[src/hdl/pvq_pkg.sv]
// Shared types, constants and distance function for the palette vector quantizer.
package pvq_pkg;

  localparam int unsigned ChanW      = 5;
  localparam int unsigned IdxW       = 4;
  localparam int unsigned NumEntries = 16;
  localparam int unsigned EntriesPerReg = 4;
  localparam int unsigned NumPalRegs = 4;
  localparam int unsigned RegIdxW    = 2;
  localparam int unsigned CfgIdxW    = 3;
  localparam int unsigned EntryW     = 15;
  localparam int unsigned CfgW       = 60;
  localparam int unsigned DistW      = 12;
  localparam int unsigned OutW       = 8;

  // largest possible distance is 3 * 31^2 = 2883
  localparam logic [DistW-1:0] MaxDist  = 12'd2883;
  localparam logic [DistW-1:0] DistInit = '1;

  typedef logic [ChanW-1:0] chan_t;
  typedef logic [IdxW-1:0]  idx_t;
  typedef logic [DistW-1:0] dist_t;

  // red in the low bits, blue in the high bits
  typedef struct packed {
    chan_t blue;
    chan_t green;
    chan_t red;
  } pixel_t;

  // word handed from cell to cell
  typedef struct packed {
    pixel_t even_pix;
    pixel_t odd_pix;
    dist_t  even_dist;
    dist_t  odd_dist;
    idx_t   even_idx;
    idx_t   odd_idx;
  } word_t;

  function automatic logic [2*ChanW-1:0] sq_diff(chan_t a, chan_t b);
    chan_t d;
    d = (a >= b) ? chan_t'(a - b) : chan_t'(b - a);
    return d * d;
  endfunction

  function automatic dist_t distance(pixel_t p, pixel_t e);
    return dist_t'(sq_diff(p.red, e.red)) + dist_t'(sq_diff(p.green, e.green))
         + dist_t'(sq_diff(p.blue, e.blue));
  endfunction

endpackage

[src/hdl/pvq_cell.sv]
// One chain cell: compares both pixels against one palette entry and keeps the nearer match.
module pvq_cell (
  input  logic               clk_i,
  input  logic               rst_ni,
  input  pvq_pkg::pixel_t    entry_i,
  input  pvq_pkg::idx_t      entry_idx_i,
  input  logic               in_valid_i,
  output logic               in_ready_o,
  input  pvq_pkg::word_t     in_word_i,
  output logic               out_valid_o,
  input  logic               out_ready_i,
  output pvq_pkg::word_t     out_word_o
);

  logic           valid_q;
  pvq_pkg::word_t word_q, word_d;
  pvq_pkg::dist_t even_dist, odd_dist;

  assign in_ready_o  = !valid_q || out_ready_i;
  assign out_valid_o = valid_q;
  assign out_word_o  = word_q;

  always_comb begin
    even_dist = pvq_pkg::distance(in_word_i.even_pix, entry_i);
    odd_dist  = pvq_pkg::distance(in_word_i.odd_pix, entry_i);
    word_d    = in_word_i;
    // strict compare: lower index keeps ties
    if (even_dist < in_word_i.even_dist) begin
      word_d.even_dist = even_dist;
      word_d.even_idx  = entry_idx_i;
    end
    if (odd_dist < in_word_i.odd_dist) begin
      word_d.odd_dist = odd_dist;
      word_d.odd_idx  = entry_idx_i;
    end
  end

  always_ff @(posedge clk_i or negedge rst_ni) begin
    if (!rst_ni) begin
      valid_q <= 1'b0;
    end else if (in_ready_o) begin
      valid_q <= in_valid_i;
    end
  end

  always_ff @(posedge clk_i) begin
    if (in_ready_o && in_valid_i) begin
      word_q <= word_d;
    end
  end

endmodule

[config.mk]
export PLATFORM = sky130hd
export DESIGN_NAME = pvq_cell
export DESIGN_NICKNAME = d
export VERILOG_FILES = /design/src/hdl/pvq_pkg.sv /design/src/hdl/pvq_cell.sv
export SDC_FILE = /design/constraint.sdc
export NUM_CORES = 1
export LEC_CHECK = 0
export ABC_CLOCK_PERIOD_IN_PS = 5370
export BUFFER_PORTS_ARGS = -buffer_cell sky130_fd_sc_hd__clkbuf_2
export CORE_MARGIN = 5
export CORE_UTILIZATION = 50
export DETAILED_ROUTE_END_ITERATION = 10
export GPL_TIMING_DRIVEN = 0
export PLACE_DENSITY = 0.72
export SLEW_MARGIN = 10
export SYNTH_ARGS = -nofsm -noshare
export SYNTH_HDL_FRONTEND = slang
export SYNTH_SLANG_ARGS = --single-unit
[constraint.sdc]
create_clock -name clk_i -period 5.37 [get_ports clk_i]
set_input_delay 0.537 -clock clk_i [delete_from_list [all_inputs] [get_ports clk_i]]
set_output_delay 0.537 -clock clk_i [all_outputs]
set_load 0.02 [all_outputs]
Word-level counts from Yosys, hierarchy flattened. Cells that the tools add are included.

Multiplexer cells: 10. Reductions and logical operators: 3. Multipliers: 6. Magnitude comparators: 8. Add/sub/neg operators: 16.

Operators with widths (count): 5-bit by 5-bit multiplier with 10-bit output (6); 5-bit subtractor (12); 5-bit greater-or-equal comparator (6); 5-bit 2-to-1 mux (6); 11-bit by 10-bit adder with 12-bit output (2); 12-bit < comparator (2); 12-bit 2-to-1 mux (2); 10-bit by 10-bit adder with 11-bit output (2); 4-bit 2-to-1 mux (2); 1-bit logical AND (1); 1-bit logical NOT (1); 1-bit logical OR (1).

Word-level logic and storage cells: 54. Bits of input ports: 85. Output and inout bits: 64. Flip-flop bits (word level): 63.

Logic depth before layout (Yosys ltp).
Depth in word-level cells: 7. Gate-level depth with buffers: 34. Depth with buffers taken out: 32.

Worst setup path after synthesis. Ideal clock, no wire load.

Path kind: input -> register. Start: in entry_i[6] (netlist bit). End: reg word_q (netlist bit out_word_o[25]), data pin. Required time: 5.110 ns. Library setup time: 0.260 ns. Cell stages on the path: 31. Slack: -3.198 ns. Arrival time: 8.308 ns. Cells stage by stage: inv_1 -> ha_1 -> nor2b_4 -> o31a_1 -> or3_2 -> o21ba_2 -> o211a_1 -> nor2_1 -> fa_1 -> fa_1 -> inv_1 -> fa_1 -> inv_1 -> fa_1 -> inv_1 -> fa_1 -> fa_1 -> inv_1 -> ha_1 -> a21o_1 -> a41oi_1 -> o21ai_0 -> xor2_1 -> ha_1 -> and4_1 -> a221oi_1 -> a21oi_1 -> a211o_1 -> buf_2 -> buf_2 -> mux2_2.

RTL lines: start: declaration (line pvq_cell.sv:5) `input pvq_pkg::pixel_t entry_i,`; end signal: assignment (line pvq_cell.sv:48) `word_q <= word_d;`; end: declaration (line pvq_cell.sv:16) `pvq_pkg::word_t word_q, word_d;`.

==> reports/metrics.cfg <==
[status]
outcome=finished with violations
violations=setup timing

[global_route]
grt_max_degree=44
grt_usage_pct=20.5
grt-ovfl-total=0
grt_pass1_wl_mm=34.1
antenna_found_initial=0
grt_pass1_vias=7398

[placement]
gp_congestion=0.901
io_buffers=148
hpwl_mm=16.9

[drt]
drc=0
vias=7103
totalWireLength_mm=21.0
ant_nets=0
viasPerCell=5.21
drtIter0Drc=258
wire_per_inst_um=15.4
drt_pre_antenna_iters=4

[timing]
fin_crit_sh_pct=149
fin_ws_ns=-2.62
period_needed_ns=7.99
final_max_slew_viol_count=0
finClkSkew_ns=0.00659
rsz0062_at_grt=true
clock.fmax_mhz=125
hold_viol=0
setup_violations=32
relSlewSlack_pct=44.7
worst_pin_slew_ns=0.822

[clock_network]
cts_tree=built
clk_pin_slew_ns=0.06
cts-root-buf=clkbuf_16
clockBufferDepth=2
clock-sinks=63
cts_made_buffers=9
htreeDepth=3
clk_latency_ns=0.35

[setup_path]
r2r_end=out_word_o[31]
critPathBufInv=9
cp_slowest_stage_delay_ns=0.56
reg2reg_from=out_valid_o
crit_family=adder cells
worstPathArrival_ns=8.09
crit_fanout=5
end_kind=register
cp-start-kind=primary input
critPathRequiredTime_ns=5.47
crit_type=in2reg
slowest_stage=fa_1
rrSetupSlack_ns=3.89
cpMostUsedCell=fa_1
reg2reg_depth=3

[logic_synthesis]
async_flop_share_pct=1.59
synth_edf_count=62
avgSynthCellArea_um2=9.85
synth_cell_types=70
synthesis.area_um2=9050
yosysMostFrequentCell=inv_1
syn-num-nets=1240
synth_seq_cells=63
synth_commonest_cells=210 x inv_1, 144 x ha_1, 92 x fa_1, 62 x edfxtp_1, 54 x nor2_1
ys.flop_type=edfxtp_1
synth_top_area_share_pct=20.6
yosys.area.top_type=edfxtp_1
ys_seq_area_share_pct=20.8
syn_inst=919
ys_warn_count=0
synth_area_leaders=edfxtp_1 21%, fa_1 20%, ha_1 20%

[die]
start_util_pct=50.6
die-area_um2=20900
core_area_um2=17900
die_w_um=145
num_rows=49
die-height_um=145
io_pins=149

[final_layout]
num_antenna_cells=0
fin_util_pct=65.6
fill_cells=1424
synthToLayoutAreaGrowth_pct=29.8
finalNetCount=1451
layout-drive-gt1-share_pct=35.1

[min_path]
min_to=out_word_o[61]
hold_start=in_word_i[61]
hold_depth=1
hp-class=in2reg

[flow_run]
maxCapViolCount=0

[worst reg2reg max path, stage by stage (launching register included)]
cell      delay (ns)
dfrtp_1         0.37
nand2b_1        0.11
and2_4          0.35
buf_12          0.28
[what timing repair did]
item	CTS	global route
setup endpoints to repair	32	32
setup buffers	40	10
hold buffers	1	0
gates cloned	1	1
hold endpoints to repair	1	0
pin swaps	52	32
resized for setup	82	46
[flip-flops by register name (all words and copies together) (netlist names)]
register / flops
out_word_o: 62
out_valid_o: 1
[placed cells by master (no fill, tap or decap), types with 18 or more instances in the layout]
master and n:
a21o_1 21, a21oi_1 32, buf_4 49, clkbuf_2 143, edfxtp_1 62, fa_1 82
ha_1 125, inv_1 197, mux2_2 29, nand2_1 24, nor2_1 47, xnor2_1 18
[through the flow]
| step | cell area, um^2 | cells | setup slack (ns) | hold slack (ns) | TNS (ns) |
|---|---|---|---|---|---|
| 5_1_grt | 11800 | 1364 | -2.87 | 0.382 | -89.98 |
| 6_report | 11800 | 1364 | -2.62 | 0.384 | -81.38 |
| 3_5_place_dp | 10400 | 1297 | -3.53 | 0.313 | -106.46 |
| 3_3_place_gp | 10400 | 1296 | -3.45 | 0.312 | -104.55 |
| 2_1_floorplan | 9370 | 919 | -2.60 | 0.241 | -77.46 |
| 4_1_cts | 11500 | 1354 | -2.59 | 0.378 | -79.58 |
[final cells by class]
| cell class | count | area [um^2] | area share [%] |
|---|---|---|---|
| buffer | 12 | 121 | 1.03 |
| clock buffer | 9 | 225 | 1.92 |
| clock inverter | 7 | 104 | 0.884 |
| inverter | 211 | 807 | 6.87 |
| multi-input combinational | 631 | 7040 | 59.9 |
| sequential | 63 | 1890 | 16.1 |
| tap | 229 | 287 | 2.44 |
| timing repair buffer | 202 | 1280 | 10.9 |
[routing by layer]
| metal | GRT usage (%) | wire [um] | up-vias |
|---|---|---|---|
| met1 | 23.9 | 8570 | 3445 |
| met3 | 3.31 | 760 | 28 |
| met2 | 38.4 | 11300 | 122 |
| met5 | 0 | 0 | - |
| li1 | - | - | 3508 |
| met4 | 6.19 | 395 | 0 |
[cells by family (layout without fill, tap and decap cells)]
logic type	after synthesis	count (layout)	synth area share, %
buf+inv	225	441	9.50
compound gates	156	156	11.7
flops	63	63	20.8
fa+ha+maj	236	236	40.2
mux	47	47	5.71
simple gates	162	162	9.09
xor+xnor	30	30	2.90
[how the worst max path moves through the flow]
stage / to / cells after the start / start
after global routing: out_word_o[26] / 32 / entry_i[6]
after global placement: out_word_o[26] / 32 / entry_i[6]
after CTS: out_word_o[26] / 32 / entry_i[8]
after floorplan: out_word_o[26] / 31 / entry_i[6]
final: out_word_o[26] / 33 / entry_i[6]
after detailed placement: out_word_o[28] / 31 / entry_i[6]
Power is not shown: default switching activity piles up to over one toggle a cycle in this logic, so the estimate is an artifact.
